==> config.mk <==
export PLATFORM = sky130hd
export DESIGN_NAME = sql_query_lexer_unit
export DESIGN_NICKNAME = d
export VERILOG_FILES = /design/src/rtl/core/sqlx_pkg.sv /design/src/rtl/core/sql_query_lexer_unit.sv /design/src/rtl/core/sqlx_kw_match.sv /design/src/rtl/core/sqlx_step.sv /design/src/rtl/core/sqlx_res_fifo.sv
export SDC_FILE = /design/constraint.sdc
export NUM_CORES = 1
export LEC_CHECK = 0
export BUFFER_PORTS_ARGS = -buffer_cell sky130_fd_sc_hd__clkbuf_2
export CAP_MARGIN = 0
export CORE_UTILIZATION = 41
export DETAILED_ROUTE_END_ITERATION = 6
export GPL_TIMING_DRIVEN = 0
export PLACE_DENSITY = 0.63
export SKIP_CTS_REPAIR_TIMING = 1
export SLEW_MARGIN = 10
export SYNTH_ARGS = -nofsm -noshare
export SYNTH_HDL_FRONTEND = slang
export SYNTH_SLANG_ARGS = --single-unit
==> constraint.sdc <==
create_clock -name clk_i -period 10.62 [get_ports clk_i]
set_input_delay 1.062 -clock clk_i [delete_from_list [all_inputs] [get_ports clk_i]]
set_output_delay 1.062 -clock clk_i [all_outputs]
set_load 0.01 [all_outputs]
==> src/rtl/core/sqlx_pkg.sv <==
// shared types, codes and keyword table of the sql query lexer
package sqlx_pkg;

  // token kinds
  localparam logic [3:0] KIND_IDENT   = 4'd0;
  localparam logic [3:0] KIND_KEYWORD = 4'd1;
  localparam logic [3:0] KIND_LOGICAL = 4'd2;
  localparam logic [3:0] KIND_NUMBER  = 4'd3;
  localparam logic [3:0] KIND_STRING  = 4'd4;
  localparam logic [3:0] KIND_LPAREN  = 4'd5;
  localparam logic [3:0] KIND_RPAREN  = 4'd6;
  localparam logic [3:0] KIND_COMPARE = 4'd7;
  localparam logic [3:0] KIND_MATH    = 4'd8;
  localparam logic [3:0] KIND_END     = 4'd9;

  // comparison codes
  localparam logic [2:0] CMP_GT = 3'd0;
  localparam logic [2:0] CMP_GE = 3'd1;
  localparam logic [2:0] CMP_LT = 3'd2;
  localparam logic [2:0] CMP_LE = 3'd3;
  localparam logic [2:0] CMP_EQ = 3'd4;
  localparam logic [2:0] CMP_NE = 3'd5;

  // math codes
  localparam logic [2:0] MATH_ADD = 3'd0;
  localparam logic [2:0] MATH_SUB = 3'd1;
  localparam logic [2:0] MATH_MUL = 3'd2;
  localparam logic [2:0] MATH_DIV = 3'd3;
  localparam logic [2:0] MATH_MOD = 3'd4;

  // query bytes with a meaning of their own
  localparam logic [7:0] CH_UNDER = 8'h5F;
  localparam logic [7:0] CH_DOT   = 8'h2E;
  localparam logic [7:0] CH_QUOTE = 8'h22;
  localparam logic [7:0] CH_LPAR  = 8'h28;
  localparam logic [7:0] CH_RPAR  = 8'h29;
  localparam logic [7:0] CH_GT    = 8'h3E;
  localparam logic [7:0] CH_LT    = 8'h3C;
  localparam logic [7:0] CH_EQ    = 8'h3D;
  localparam logic [7:0] CH_BANG  = 8'h21;
  localparam logic [7:0] CH_PLUS  = 8'h2B;
  localparam logic [7:0] CH_MINUS = 8'h2D;
  localparam logic [7:0] CH_STAR  = 8'h2A;
  localparam logic [7:0] CH_SLASH = 8'h2F;
  localparam logic [7:0] CH_PCT   = 8'h25;

  // reserved words, upper case, packed right aligned
  localparam int unsigned KW_NUM = 12;
  localparam logic [47:0] KW_WORD [KW_NUM] = '{
    48'h0000_0041_4E44,  // AND
    48'h0000_0000_4F52,  // OR
    48'h5345_4C45_4354,  // SELECT
    48'h0057_4845_5245,  // WHERE
    48'h494E_5345_5254,  // INSERT
    48'h0000_4A4F_494E,  // JOIN
    48'h0000_4652_4F4D,  // FROM
    48'h0000_494E_544F,  // INTO
    48'h5550_4441_5445,  // UPDATE
    48'h0000_0053_4554,  // SET
    48'h5641_4C55_4553,  // VALUES
    48'h0000_0000_4F4E   // ON
  };
  localparam logic [2:0] KW_LEN [KW_NUM] = '{
    3'd3, 3'd2, 3'd6, 3'd5, 3'd6, 3'd4, 3'd4, 3'd4, 3'd6, 3'd3, 3'd6, 3'd2
  };
  localparam logic [3:0] KW_KIND [KW_NUM] = '{
    KIND_LOGICAL, KIND_LOGICAL, KIND_KEYWORD, KIND_KEYWORD, KIND_KEYWORD, KIND_KEYWORD,
    KIND_KEYWORD, KIND_KEYWORD, KIND_KEYWORD, KIND_KEYWORD, KIND_KEYWORD, KIND_KEYWORD
  };
  localparam logic [3:0] KW_CODE [KW_NUM] = '{
    4'd10, 4'd11, 4'd0, 4'd1, 4'd2, 4'd3, 4'd4, 4'd5, 4'd6, 4'd7, 4'd8, 4'd9
  };

  // result queue
  localparam int unsigned QDEPTH = 4;
  localparam int unsigned QAW    = $clog2(QDEPTH);

  typedef struct packed {
    logic [3:0]  kind;
    logic [3:0]  word;
    logic [2:0]  cmp;
    logic [2:0]  math;
    logic [11:0] start;
    logic [6:0]  len;
    logic [8:0]  index;
    logic        ovf;
    logic        last;
  } tok_t;

  // up to two tokens finished by one item, first one in r0
  typedef struct packed {
    logic v0;
    logic v1;
    tok_t r0;
    tok_t r1;
  } push_t;

  function automatic logic is_alpha(input logic [7:0] c);
    return (c >= 8'h41 && c <= 8'h5A) || (c >= 8'h61 && c <= 8'h7A);
  endfunction

  function automatic logic is_digit(input logic [7:0] c);
    return c >= 8'h30 && c <= 8'h39;
  endfunction

  function automatic logic [7:0] to_upper(input logic [7:0] c);
    return (c >= 8'h61 && c <= 8'h7A) ? c - 8'd32 : c;
  endfunction

endpackage

==> src/rtl/core/sql_query_lexer_unit.sv <==
// sql query lexer: one query byte per item in, one token per item out
// A query byte (tuser low) or the end-of-query item (tuser high) is taken every cycle: it is
// registered, one lexer step turns it into at most two tokens, and these go into a four-entry
// result queue that drives the output. A byte that closes one token and is itself a symbol
// (such as the paren in "a(") yields two tokens, which leave the queue one after the other; the
// input stalls only while the queue holds more than two tokens. Each result passes the input
// register and the queue before it appears. Tokens beyond MAX_TOKENS-1 per query are dropped
// and the END token, which always comes and carries tlast, reports this in its overflow bit.
module sql_query_lexer_unit #(
  parameter int unsigned MAX_TOKENS = 512,
  parameter int unsigned MAX_TEXT   = 127,
  parameter int unsigned MAX_QUERY  = 4096
) (
  input  logic        clk_i,
  input  logic        rst_ni,
  input  logic        s_axis_tvalid,
  output logic        s_axis_tready,
  input  logic [7:0]  s_axis_tdata,   // char_code
  input  logic        s_axis_tuser,   // action
  output logic        m_axis_tvalid,
  input  logic        m_axis_tready,
  // word_code, compare_code, math_code, text_start, text_length,
  // token_index, overflow, zero fill
  output logic [39:0] m_axis_tdata,
  output logic [3:0]  m_axis_tuser,   // token_kind
  output logic        m_axis_tlast
);
  import sqlx_pkg::*;

  logic       in_vld_q;
  logic       act_q;
  logic [7:0] chr_q;
  logic       space;
  logic       step;
  logic       pop;
  push_t      push;
  tok_t       head;

  assign s_axis_tready = !in_vld_q || space;
  assign step          = in_vld_q && space;

  always_ff @(posedge clk_i or negedge rst_ni) begin
    if (!rst_ni) begin
      in_vld_q <= 1'b0;
    end else if (s_axis_tvalid && s_axis_tready) begin
      in_vld_q <= 1'b1;
    end else if (step) begin
      in_vld_q <= 1'b0;
    end
  end

  always_ff @(posedge clk_i) begin
    if (s_axis_tvalid && s_axis_tready) begin
      act_q <= s_axis_tuser;
      chr_q <= s_axis_tdata;
    end
  end

  sqlx_step #(
    .MAX_TOKENS (MAX_TOKENS),
    .MAX_TEXT   (MAX_TEXT),
    .MAX_QUERY  (MAX_QUERY)
  ) u_step (
    .clk_i  (clk_i),
    .rst_ni (rst_ni),
    .step_i (step),
    .act_i  (act_q),
    .chr_i  (chr_q),
    .push_o (push)
  );

  assign pop = m_axis_tvalid && m_axis_tready;

  sqlx_res_fifo u_fifo (
    .clk_i   (clk_i),
    .rst_ni  (rst_ni),
    .push_i  (push),
    .pop_i   (pop),
    .head_o  (head),
    .valid_o (m_axis_tvalid),
    .space_o (space)
  );

  assign m_axis_tdata = {1'b0, head.ovf, head.index, head.len, head.start,
                         head.math, head.cmp, head.word};
  assign m_axis_tuser = head.kind;
  assign m_axis_tlast = head.last;

  // second result only together with a first one
  a_push_order: assert property (@(posedge clk_i) disable iff (!rst_ni)
    push.v1 |-> push.v0)
    else $error("second token pushed without a first");

  // results only come out of a processed item
  a_push_step: assert property (@(posedge clk_i) disable iff (!rst_ni)
    push.v0 |-> step)
    else $error("token pushed with no item in work");

  // tlast only ever comes on the END token
  a_end_last: assert property (@(posedge clk_i) disable iff (!rst_ni)
    (m_axis_tvalid && m_axis_tlast) |-> (head.kind == KIND_END))
    else $error("tlast on a token that is not END");

  // an item waiting without queue room is held
  a_hold: assert property (@(posedge clk_i) disable iff (!rst_ni)
    (in_vld_q && !space) |=> in_vld_q)
    else $error("held item lost while queue full");

endmodule

==> src/rtl/core/sqlx_kw_match.sv <==
// parallel reserved word compare on the upper-cased word prefix
module sqlx_kw_match #(
  parameter int unsigned RW = 7
) (
  input  logic [47:0]   pfx_i,
  input  logic [RW-1:0] run_i,
  output logic [3:0]    kind_o,
  output logic [3:0]    code_o
);
  import sqlx_pkg::*;

  always_comb begin
    kind_o = KIND_IDENT;
    code_o = 4'd0;
    // lowest table entry wins
    for (int k = KW_NUM - 1; k >= 0; k--) begin
      if (run_i == RW'(KW_LEN[k]) && pfx_i == KW_WORD[k]) begin
        kind_o = KW_KIND[k];
        code_o = KW_CODE[k];
      end
    end
  end

endmodule

==> src/rtl/core/sqlx_step.sv <==
// lexer state and the per-byte step that finishes tokens
module sqlx_step #(
  parameter int unsigned MAX_TOKENS = 512,
  parameter int unsigned MAX_TEXT   = 127,
  parameter int unsigned MAX_QUERY  = 4096
) (
  input  logic                clk_i,
  input  logic                rst_ni,
  input  logic                step_i,
  input  logic                act_i,
  input  logic [7:0]          chr_i,
  output sqlx_pkg::push_t     push_o
);
  import sqlx_pkg::*;

  localparam int unsigned TW = $clog2(MAX_TOKENS);
  localparam int unsigned RW = $clog2(MAX_TEXT + 1);
  localparam int unsigned PW = $clog2(MAX_QUERY);

  localparam logic [2:0] MODE_IDLE   = 3'd0;
  localparam logic [2:0] MODE_IDENT  = 3'd1;
  localparam logic [2:0] MODE_NUMBER = 3'd2;
  localparam logic [2:0] MODE_STRING = 3'd3;
  localparam logic [2:0] MODE_DOT    = 3'd4;
  localparam logic [2:0] MODE_CMP    = 3'd5;

  localparam logic [1:0] PEND_GT  = 2'd0;
  localparam logic [1:0] PEND_LT  = 2'd1;
  localparam logic [1:0] PEND_EQ  = 2'd2;
  localparam logic [1:0] PEND_NOT = 2'd3;

  localparam logic [TW-1:0] TOK_CAP = TW'(MAX_TOKENS - 1);

  logic [2:0]    mode_q, mode_d;
  logic          dot_q, dot_d;
  logic [1:0]    pend_q, pend_d;
  logic [PW-1:0] begin_q, begin_d;
  logic [RW-1:0] run_q, run_d;
  logic [PW-1:0] pos_q, pos_d;
  logic [TW-1:0] tok_q, tok_d;
  logic [47:0]   pfx_q, pfx_d;
  logic          drop_q, drop_d;

  logic [3:0]    kw_kind;
  logic [3:0]    kw_code;
  logic [RW-1:0] run_inc;
  logic [PW-1:0] pos_inc;
  logic          word_chr;
  logic          consumed;
  logic          c0_v, c1_v, c1_end;
  tok_t          c0, c1;
  logic          ok0, ok1;
  logic [TW-1:0] tok_mid;
  logic [2:0]    cmp_plain, cmp_witheq;
  tok_t          r1;

  sqlx_kw_match #(
    .RW (RW)
  ) u_kw (
    .pfx_i  (pfx_q),
    .run_i  (run_q),
    .kind_o (kw_kind),
    .code_o (kw_code)
  );

  function automatic tok_t mk_tok(input logic [3:0] kind, input logic [3:0] word,
                                  input logic [2:0] cmp, input logic [2:0] math,
                                  input logic [PW-1:0] start, input logic [RW-1:0] len);
    tok_t t;
    t       = '0;
    t.kind  = kind;
    t.word  = word;
    t.cmp   = cmp;
    t.math  = math;
    t.start = 12'(start);
    t.len   = 7'(len);
    return t;
  endfunction

  always_comb begin
    run_inc  = (run_q < RW'(MAX_TEXT)) ? run_q + 1'b1 : run_q;
    pos_inc  = (pos_q < PW'(MAX_QUERY - 1)) ? pos_q + 1'b1 : pos_q;
    word_chr = is_alpha(chr_i) || is_digit(chr_i) || chr_i == CH_UNDER;
    case (pend_q)
      PEND_GT: begin
        cmp_plain  = CMP_GT;
        cmp_witheq = CMP_GE;
      end
      PEND_LT: begin
        cmp_plain  = CMP_LT;
        cmp_witheq = CMP_LE;
      end
      PEND_EQ: begin
        cmp_plain  = CMP_EQ;
        cmp_witheq = CMP_EQ;
      end
      default: begin
        cmp_plain  = CMP_GT;
        cmp_witheq = CMP_NE;
      end
    endcase

    mode_d   = mode_q;
    dot_d    = dot_q;
    pend_d   = pend_q;
    begin_d  = begin_q;
    run_d    = run_q;
    pos_d    = pos_inc;
    pfx_d    = pfx_q;
    consumed = 1'b0;
    c0_v     = 1'b0;
    c1_v     = 1'b0;
    c1_end   = 1'b0;
    c0       = '0;
    c1       = '0;

    // token still open when the byte or the end item arrives
    case (mode_q)
      MODE_IDENT:  c0 = mk_tok(kw_kind, kw_code, 3'd0, 3'd0, begin_q, run_q);
      MODE_NUMBER: c0 = mk_tok(KIND_NUMBER, 4'd0, 3'd0, 3'd0, begin_q, run_q);
      MODE_STRING: c0 = mk_tok(KIND_STRING, 4'd0, 3'd0, 3'd0, begin_q, run_q);
      MODE_CMP: begin
        if (!act_i && chr_i == CH_EQ) begin
          c0 = mk_tok(KIND_COMPARE, 4'd0, cmp_witheq, 3'd0, begin_q, '0);
        end else begin
          c0 = mk_tok(KIND_COMPARE, 4'd0, cmp_plain, 3'd0, begin_q, '0);
        end
      end
      default: c0 = '0;
    endcase

    if (act_i) begin
      c0_v = (mode_q == MODE_IDENT) || (mode_q == MODE_NUMBER) || (mode_q == MODE_STRING) ||
             (mode_q == MODE_CMP && pend_q != PEND_NOT);
      c1_v   = 1'b1;
      c1_end = 1'b1;
      c1     = mk_tok(KIND_END, 4'd0, 3'd0, 3'd0, pos_q, '0);
      c1.last = 1'b1;
      mode_d  = MODE_IDLE;
      dot_d   = 1'b0;
      pend_d  = PEND_GT;
      begin_d = '0;
      run_d   = '0;
      pos_d   = '0;
      pfx_d   = '0;
    end else begin
      case (mode_q)
        MODE_IDENT: begin
          if (word_chr) begin
            if (run_q < RW'(6)) pfx_d = {pfx_q[39:0], to_upper(chr_i)};
            run_d    = run_inc;
            consumed = 1'b1;
          end else begin
            c0_v = 1'b1;
          end
        end
        MODE_NUMBER: begin
          if (is_digit(chr_i)) begin
            run_d    = run_inc;
            consumed = 1'b1;
          end else if (chr_i == CH_DOT && !dot_q) begin
            dot_d    = 1'b1;
            run_d    = run_inc;
            consumed = 1'b1;
          end else begin
            c0_v = 1'b1;
          end
        end
        MODE_STRING: begin
          consumed = 1'b1;
          if (chr_i == CH_QUOTE) begin
            c0_v   = 1'b1;
            mode_d = MODE_IDLE;
          end else begin
            run_d = run_inc;
          end
        end
        MODE_DOT: begin
          // a dot followed by a digit opens a number
          if (is_digit(chr_i)) begin
            mode_d   = MODE_NUMBER;
            dot_d    = 1'b1;
            run_d    = RW'(2);
            consumed = 1'b1;
          end
        end
        MODE_CMP: begin
          if (chr_i == CH_EQ) begin
            c0_v     = 1'b1;
            mode_d   = MODE_IDLE;
            consumed = 1'b1;
          end else begin
            c0_v = pend_q != PEND_NOT;
          end
        end
        default: ;
      endcase

      // byte not taken by the open token starts a new one
      if (!consumed) begin
        mode_d  = MODE_IDLE;
        begin_d = pos_q;
        if (is_alpha(chr_i) || chr_i == CH_UNDER) begin
          mode_d = MODE_IDENT;
          run_d  = RW'(1);
          pfx_d  = {40'd0, to_upper(chr_i)};
        end else if (is_digit(chr_i)) begin
          mode_d = MODE_NUMBER;
          run_d  = RW'(1);
          dot_d  = 1'b0;
        end else begin
          case (chr_i)
            CH_DOT: mode_d = MODE_DOT;
            CH_QUOTE: begin
              mode_d  = MODE_STRING;
              run_d   = '0;
              begin_d = pos_inc;
            end
            CH_LPAR: begin
              c1_v = 1'b1;
              c1   = mk_tok(KIND_LPAREN, 4'd0, 3'd0, 3'd0, pos_q, '0);
            end
            CH_RPAR: begin
              c1_v = 1'b1;
              c1   = mk_tok(KIND_RPAREN, 4'd0, 3'd0, 3'd0, pos_q, '0);
            end
            CH_GT: begin
              mode_d = MODE_CMP;
              pend_d = PEND_GT;
            end
            CH_LT: begin
              mode_d = MODE_CMP;
              pend_d = PEND_LT;
            end
            CH_EQ: begin
              mode_d = MODE_CMP;
              pend_d = PEND_EQ;
            end
            CH_BANG: begin
              mode_d = MODE_CMP;
              pend_d = PEND_NOT;
            end
            CH_PLUS: begin
              c1_v = 1'b1;
              c1   = mk_tok(KIND_MATH, 4'd0, 3'd0, MATH_ADD, pos_q, '0);
            end
            CH_MINUS: begin
              c1_v = 1'b1;
              c1   = mk_tok(KIND_MATH, 4'd0, 3'd0, MATH_SUB, pos_q, '0);
            end
            CH_STAR: begin
              c1_v = 1'b1;
              c1   = mk_tok(KIND_MATH, 4'd0, 3'd0, MATH_MUL, pos_q, '0);
            end
            CH_SLASH: begin
              c1_v = 1'b1;
              c1   = mk_tok(KIND_MATH, 4'd0, 3'd0, MATH_DIV, pos_q, '0);
            end
            CH_PCT: begin
              c1_v = 1'b1;
              c1   = mk_tok(KIND_MATH, 4'd0, 3'd0, MATH_MOD, pos_q, '0);
            end
            default: ;
          endcase
        end
      end
    end

    // token cap, end token is never dropped
    ok0      = c0_v && (tok_q < TOK_CAP);
    tok_mid  = tok_q + TW'(ok0);
    ok1      = c1_v && (c1_end || tok_mid < TOK_CAP);
    drop_d   = drop_q || (c0_v && !ok0) || (c1_v && !ok1);
    tok_d    = tok_mid + TW'(ok1 && !c1_end);
    c0.index = 9'(tok_q);
    r1       = c1;
    r1.index = 9'(tok_mid);
    r1.ovf   = c1_end && drop_d;
    if (act_i) begin
      tok_d  = '0;
      drop_d = 1'b0;
    end

    push_o.v0 = step_i && (ok0 || ok1);
    push_o.v1 = step_i && ok0 && ok1;
    push_o.r0 = ok0 ? c0 : r1;
    push_o.r1 = r1;
  end

  always_ff @(posedge clk_i or negedge rst_ni) begin
    if (!rst_ni) begin
      mode_q  <= MODE_IDLE;
      dot_q   <= 1'b0;
      pend_q  <= PEND_GT;
      begin_q <= '0;
      run_q   <= '0;
      pos_q   <= '0;
      tok_q   <= '0;
      pfx_q   <= '0;
      drop_q  <= 1'b0;
    end else if (step_i) begin
      mode_q  <= mode_d;
      dot_q   <= dot_d;
      pend_q  <= pend_d;
      begin_q <= begin_d;
      run_q   <= run_d;
      pos_q   <= pos_d;
      tok_q   <= tok_d;
      pfx_q   <= pfx_d;
      drop_q  <= drop_d;
    end
  end

endmodule

==> src/rtl/core/sqlx_res_fifo.sv <==
// four-entry result queue, two writes and one read per cycle
module sqlx_res_fifo (
  input  logic            clk_i,
  input  logic            rst_ni,
  input  sqlx_pkg::push_t push_i,
  input  logic            pop_i,
  output sqlx_pkg::tok_t  head_o,
  output logic            valid_o,
  output logic            space_o
);
  import sqlx_pkg::*;

  tok_t           mem_q [QDEPTH];
  logic [QAW-1:0] wr_q, wr_d;
  logic [QAW-1:0] rd_q, rd_d;
  logic [QAW:0]   cnt_q, cnt_d;
  logic [QAW-1:0] wr_nxt;

  always_comb begin
    wr_nxt  = wr_q + 1'b1;
    wr_d    = wr_q + QAW'(push_i.v0) + QAW'(push_i.v1);
    rd_d    = rd_q + QAW'(pop_i);
    cnt_d   = cnt_q + (QAW + 1)'(push_i.v0) + (QAW + 1)'(push_i.v1) - (QAW + 1)'(pop_i);
    head_o  = mem_q[rd_q];
    valid_o = cnt_q != '0;
    // room for the worst case of two results
    space_o = cnt_q <= (QAW + 1)'(QDEPTH - 2);
  end

  always_ff @(posedge clk_i) begin
    if (push_i.v0) mem_q[wr_q] <= push_i.r0;
    if (push_i.v1) mem_q[wr_nxt] <= push_i.r1;
  end

  always_ff @(posedge clk_i or negedge rst_ni) begin
    if (!rst_ni) begin
      wr_q  <= '0;
      rd_q  <= '0;
      cnt_q <= '0;
    end else begin
      wr_q  <= wr_d;
      rd_q  <= rd_d;
      cnt_q <= cnt_d;
    end
  end

endmodule

## After elaboration in Yosys (flattened, before gate mapping)

Memories as Yosys holds them, arrays and structs flattened.
Index checks and enable logic that the tools add are counted.

| word-level totals | value |
|---|---|
| bits in registers | 112 |
| RAM bits | 176 |
| input port bits | 13 |
| output and inout port bits | 47 |
| logic and storage cells | 253 |
| memories | 1 |

Memories:

| name | words | bits a word | read ports | clocked after Yosys merged registers in | write ports | RTL line | RTL |
|---|---|---|---|---|---|---|---|
| u_fifo.mem_q | 4 | 44 | 1 | 0 | 2 | sqlx_res_fifo.sv:13 | `tok_t mem_q [QDEPTH];` |

| cells by class | value |
|---|---|
| add/sub/neg operators | 12 |
| magnitude comparators | 12 |
| eq/ne operators | 46 |
| mux-type cells | 110 |
| reductions and logical operators | 57 |

Operators by type and width:

| operator | number |
|---|---|
| one-hot mux 44 bit (7 select lines) | 1 |
| two-way mux 48 bit | 6 |
| two-way mux 44 bit | 5 |
| == test 48 x 47 -> 1 bit, second input constant | 4 |
| one-hot mux 44 bit (4 select lines) | 1 |
| == test 48 x 31 -> 1 bit, second input constant | 3 |
| == test 8 x 6 -> 1 bit, second input constant | 13 |
| == test 48 x 15 -> 1 bit, second input constant | 2 |
| == test 48 x 23 -> 1 bit, second input constant | 2 |
| two-way mux 4 bit | 23 |
| two-way mux 12 bit | 7 |
| two-way mux 7 bit | 11 |
| == test 48 x 39 -> 1 bit, second input constant | 1 |
| two-way mux 36 bit | 1 |
| two-way mux 1 bit | 33 |
| logical AND 1 bit | 30 |
| one-hot mux 7 bit (4 select lines) | 1 |
| one-hot mux 3 bit (3 select lines) | 3 |
| == test 7 x 3 -> 1 bit, second input constant | 3 |
| two-way mux 3 bit | 7 |
| adder 9 x 1 -> 9 bit | 2 |
| less-than comparator 9 bit, second input constant | 2 |
| >= comparator 8 x 7 -> 1 bit, second input constant | 2 |
| <= comparator 8 x 7 -> 1 bit, second input constant | 2 |
| other kinds (42) | 72 |

## Depth between registers and ports, before layout

| logic depth | value |
|---|---|
| word-level depth | 18 |
| mapped depth | 27 |
| mapped depth without buffers | 22 |

## By module

A second synthesis with hierarchy kept.

| unflattened totals | value |
|---|---|
| cell total of the unflattened synthesis | 1301 |
| area, all modules | 16364.4 um^2 |

Modules (own cells, without submodules):

| module | times used | cells each | area each (um^2) | sequential area each (um^2) |
|---|---|---|---|---|
| sqlx_res_fifo | 1 | 460 | 8893.5 | 5460.2 |
| sqlx_step | 1 | 701 | 6306.0 | 2377.3 |
| sqlx_kw_match | 1 | 123 | 817.0 | 0.0 |
| sql_query_lexer_unit | 1 | 17 | 347.8 | 295.3 |

## Worst setup path before layout

Ideal clock, no wire load.

| path | value |
|---|---|
| path kind | reg2reg |
| start | register chr_q[7] |
| end | register u_fifo.cnt_q[1] |
| setup time | 0.135 ns |
| arrival | 5.373 ns |
| data required time | 10.485 ns |
| slack | 5.112 ns |
| cell stages (with the launch flop) | 27 |
| path buffers | 7 |
| period minus slack after synthesis | 5.508 ns |
| path through | edfxtp_1 buf_6 or4b_1 buf_2 nor3_2 nand3_1 a31o_1 and2_4 buf_12 inv_2 buf_6 buf_6 ha_1 ha_1 nand3_1 xnor2_1 nand3b_1 nor4_2 nand2b_1 buf_4 buf_6 nor2_8 nand2_1 ha_1 fa_1 inv_1 fa_1 |

| between the ends | value |
|---|---|
| cells in the longest elaborated chain, start to end | 18 |
| elaborated cells on any way between the ends | 57 |
| classes of those cells | 4 x add/sub; 7 x order compare; 11 x eq/ne; 19 x mux; 16 x reduce/logical |

Ends and longest elaborated chain:

| item | RTL line | RTL |
|---|---|---|
| from (decl) | sql_query_lexer_unit.sv:32 | `logic [7:0] chr_q;` |
| from (signal assigned) | sql_query_lexer_unit.sv:55 | `chr_q <= s_axis_tdata;` |
| >= comparator 8 x 7 -> 1 bit or <= comparator 8 x 7 -> 1 bit (tied branches) | sqlx_pkg.sv:99 | `return (c >= 8'h41 && c <= 8'h5A) \|\| (c >= 8'h61 && c <= 8'h7A);` |
| logical AND 1 bit | sqlx_pkg.sv:99 |  |
| logical OR 1 bit | sqlx_pkg.sv:99 |  |
| logical OR 1 bit (2 in a row) | sqlx_step.sv:83 | `word_chr = is_alpha(chr_i) \|\| is_digit(chr_i) \|\| chr_i == CH_UNDER;` |
| two-way mux 1 bit | sqlx_step.sv:149 | `if (word_chr) begin` |
| one-hot mux 1 bit (4 select lines) | sqlx_step.sv:147 | `case (mode_q)` |
| two-way mux 1 bit | sqlx_step.sv:132 | `if (act_i) begin` |
| logical AND 1 bit | sqlx_step.sv:270 | `ok0 = c0_v && (tok_q < TOK_CAP);` |
| (+2 left out) | - |  |
| logical OR 1 bit | sqlx_step.sv:272 | `ok1 = c1_v && (c1_end \|\| tok_mid < TOK_CAP);` |
| logical AND 1 bit | sqlx_step.sv:272 |  |
| logical OR 1 bit | sqlx_step.sv:284 | `push_o.v0 = step_i && (ok0 \|\| ok1);` |
| logical AND 1 bit | sqlx_step.sv:284 |  |
| adder 3 x 1 -> 3 bit | sqlx_res_fifo.sv:23 | `cnt_d = cnt_q + (QAW + 1)'(push_i.v0) + (QAW + 1)'(push_i.v1) - (QAW + 1)'(pop_i);` |
| adder 3 x 1 -> 3 bit (*) | sqlx_res_fifo.sv:23 |  |
| subtractor 3 x 1 -> 3 bit (*) | sqlx_res_fifo.sv:23 |  |
| named net u_fifo.cnt_d[1] | sqlx_res_fifo.sv:16 | `logic [QAW:0] cnt_q, cnt_d;` |
| to (signal assigned) | sqlx_res_fifo.sv:43 | `cnt_q <= cnt_d;` |
| to (decl) | sqlx_res_fifo.sv:16 |  |

Mark *: on every way through the listed nets, which the timed path passes. The rest lies on a longest branch. The select of a mux whose other input is x is not followed.
A chain may end at the register's enable or synchronous reset.

## Worst setup path after layout

| path | value |
|---|---|
| start | register u_step.mode_q[1] |
| end | register u_fifo.cnt_q[1] |

| between the ends | value |
|---|---|
| cells in the longest elaborated chain, start to end | 15 |
| elaborated cells on any way between the ends | 27 |
| classes of those cells | 4 x add/sub; 1 x order compare; 5 x eq/ne; 6 x mux; 11 x reduce/logical |

Ends and longest elaborated chain:

| item | RTL line | RTL |
|---|---|---|
| from (decl) | sqlx_step.sv:34 | `logic [2:0] mode_q, mode_d;` |
| from (signal assigned) | sqlx_step.sv:302 | `mode_q <= mode_d;` |
| parallel branches: the longest is 13 deep, another holds adder 9 x 1 -> 9 bit | - |  |
| adder 3 x 1 -> 3 bit (*) | sqlx_res_fifo.sv:23 |  |
| subtractor 3 x 1 -> 3 bit (*) | sqlx_res_fifo.sv:23 |  |
| named net u_fifo.cnt_d[1] | sqlx_res_fifo.sv:16 |  |

Mark *: on every way through the listed nets, which the timed path passes. The select of a mux whose other input is x is not followed.

==> impl_metrics.py <==
metrics = {
    "status": {
        "status": "complete, no violations",
    },
    "final_layout": {
        "instances_no_fill": 2142,
        "syn2layout_area_growth_pct": 13.4,
        "final_area_um2": 17600,
        "fin_util_pct": 47.6,
        "diodes": 0,
        "final_layout_size_suffix_gt1_share_pct": 15.6,
        "nFillCells": 3482,
        "fin_nets": 1646,
    },
    "timing": {
        "fin_crit_sh_pct": 62.3,
        "setup_viol": 0,
        "fin_crit_ns": 6.62,
        "rsz0062_at_grt": "false",
        "maxSlewViolCount": 0,
        "max_freq_mhz": 151,
        "hold-worst-slack_ns": 0.389,
        "fin_ws_ns": 4.00,
        "fin_skew_ns": 0.0189,
        "tns_ns": 0,
        "relSlewSlack_pct": 18.9,
        "finalHoldViolCount": 0,
        "tightest_slew_ns": 1.21,
    },
    "power_and_ir_drop": {
        "power_leakage_nw": 6.29,
        "ir_drop_uv": 138,
        "total_power_mw": 4.05,
        "p_per_area_nw_per_um2": 230,
    },
    "placement": {
        "globalplace.congestion": 0.916,
        "dp_slack_ns": 4.08,
        "placed_cell_area_um2": 16500,
        "place_inst": 2085,
        "hpwl_um": 33600,
        "numPortBuffers": 58,
    },
    "yosys": {
        "syn-instance-count": 1519,
        "avgSynthCellArea_um2": 10.2,
        "synth_area_um2": 15500,
        "yosys-top-cells-count": "262 x nand2_1, 129 x edfxtp_1, 103 x dfrtp_1",
        "synth_seq_cells": 288,
        "synth.area.top_cells": "edfxtp_1 25%, dfrtp_1 17%, dfxtp_1 7.2%",
        "synth_edf_count": 129,
        "synthFlopType": "edfxtp_1",
        "synthesis.nets": 1551,
        "async_reset_ff_share_pct": 35.8,
        "synth_top_area_share_pct": 25.0,
        "ys_warn_count": 0,
        "synthDistinctLibCells": 95,
        "seq_area_frac_synth_pct": 48.8,
        "post-synth-top-area-cell": "edfxtp_1",
        "synth.most_common_cell": "nand2_1",
    },
    "worst_setup_path": {
        "cp-start-kind": "register",
        "crit_type": "reg2reg",
        "r2r-start": "u_step.mode_q[1]$_DFFE_PN0P_",
        "reg2reg_to": "u_fifo.cnt_q[1]$_DFF_PN0_",
        "cp-endpoint": "u_fifo.cnt_q[1]$_DFF_PN0_",
        "crit_path_end_kind": "register",
        "crit_fanout": 10,
        "arrival_ns": 7.08,
        "reg2reg_slack_ns": 4.00,
        "crit_path_top_delay_cell": "nor2_1",
        "startpoint": "u_step.mode_q[1]$_DFFE_PN0P_",
        "critPathMaxStageDelay_ns": 0.71,
        "worstPathRequired_ns": 11.08,
        "r2r_cells": 25,
    },
    "floorplanning": {
        "coreArea_um2": 37000,
        "die_area_um2": 38600,
        "io_pins": 60,
        "start_util_pct": 42.0,
        "fp.dieW_um": 197,
        "placementRows": 70,
        "die_h_um": 197,
    },
    "flow_run": {
        "cap_violations": 0,
    },
    "clock_tree": {
        "cts_tree": "built",
        "clk_pin_slew_ns": 0.06,
        "root_buffer": "clkbuf_16",
        "clk-insertion-delay-late_ns": 0.59,
        "cts_sinks": 288,
        "cts_buffer_depth": 3,
        "htree_levels": 1,
        "numCtsBuffers": 31,
    },
    "global_routing": {
        "antenna_found_initial": 0,
        "grtUsageTotal_pct": 24.3,
        "grt_max_degree": 69,
        "grt_pass1_wl_um": 72600,
        "grt_pass1_vias": 12200,
        "grt-ovfl-total": 0,
    },
    "route": {
        "wirelength_um": 47200,
        "vias": 12800,
        "firstDrtPassIters": 5,
        "postRouteAntennaNets": 0,
        "drtIter0Drc": 1138,
        "viasPerCell": 5.99,
        "routedWlPerCell_um": 22.0,
        "drc": 0,
    },
    "min_path": {
        "min-delay-path-class": "in2async",
    },
}
[layout by cell type, fill, tap and decap left out, types with 56 or more instances in the layout]
cell type / n
edfxtp_1: 129
dfrtp_1: 103
nand2_1: 259
a21oi_1: 82
clkbuf_1: 72
nor2_1: 100
clkbuf_2: 58
dfxtp_1: 56
o22ai_1: 69
o21ai_0: 73
[power breakdown]
group / leakage (nW) / internal [mW] / switching (mW)
combinational: 2.72 / 0.501 / 1.03
clock: 0.515 / 0.660 / 0.462
sequential: 3.05 / 1.32 / 0.0792
[kinds of logic (layout without fill, tap and decap cells)]
family / Yosys count / in the layout / synth area share, %
simple gates: 606 / 606 / 19.6
compound gates: 377 / 377 / 16.6
flops: 288 / 288 / 48.8
buf+inv: 144 / 263 / 4.44
mux: 61 / 61 / 7.54
xor+xnor: 23 / 23 / 1.30
fa+ha+maj: 19 / 19 / 1.68
other cells: 1 / 1 / 0.0242
[routing by layer]
metal	part of all wire [%]	track usage, %	up-vias	wire (µm)
li1	-	-	5859	-
met1	44	34.1	6333	20900
met2	46	38.5	555	21600
met3	7.2	4.16	89	3420
met4	2.8	7.44	0	1310
met5	0	0	-	0
[worst min-delay path by stage]
stage | from | end | slack [ns] | cells past startpoint
finish | rst_ni | u_step.pfx_q[32]$_DFFE_PN0P_ | 0.39 | 1
global route | rst_ni | u_step.pfx_q[32]$_DFFE_PN0P_ | 0.39 | 1
CTS | rst_ni | u_step.pfx_q[30]$_DFFE_PN0P_ | 0.38 | 1
detailed placement | u_fifo.mem_q[3][35]$_SDFFE_PP0P_ | u_fifo.mem_q[3][35]$_SDFFE_PP0P_ | 0.44 | 2
global placement | u_fifo.mem_q[3][14]$_SDFFE_PP0P_ | u_fifo.mem_q[3][14]$_SDFFE_PP0P_ | 0.44 | 2
floorplan | u_fifo.mem_q[2][36]$_SDFFE_PP0P_ | u_fifo.mem_q[2][36]$_SDFFE_PP0P_ | 0.43 | 2
[state kept, by name (all words and copies together), names as in the netlist]
register,count
u_step.tok_q,9
u_step.pend_q,2
u_step.mode_q,3
u_fifo.mem_q,176
u_step.drop_q,1
u_step.run_q,7
u_fifo.cnt_q,3
u_step.begin_q,12
in_vld_q,1
act_q,1
chr_q,8
u_step.pfx_q,48
u_step.pos_q,12
u_fifo.wr_q,2
u_step.dot_q,1
u_fifo.rd_q,2
[area by class of cell]
class	instances	area, µm²	area share (%)
flip-flops and latches	288	7570	43.0
clock inverters	17	199	1.13
multi-input cells	1087	7260	41.3
repair buffers	62	387	2.20
clock buffers	40	850	4.83
well taps	504	631	3.58
plain buffers	115	581	3.30
inverters	29	109	0.619
[critical path, delay by kind of cell (launching register included)]
kind	cells	cell delay, ns
adders and majority gates	5	1.63
xor gates and xnor gates	1	0.25
and+or+nand+nor	11	2.87
buffers and inverters	8	1.32
DFF	1	0.40
Note: power is estimated with default switching activity, not from simulation.
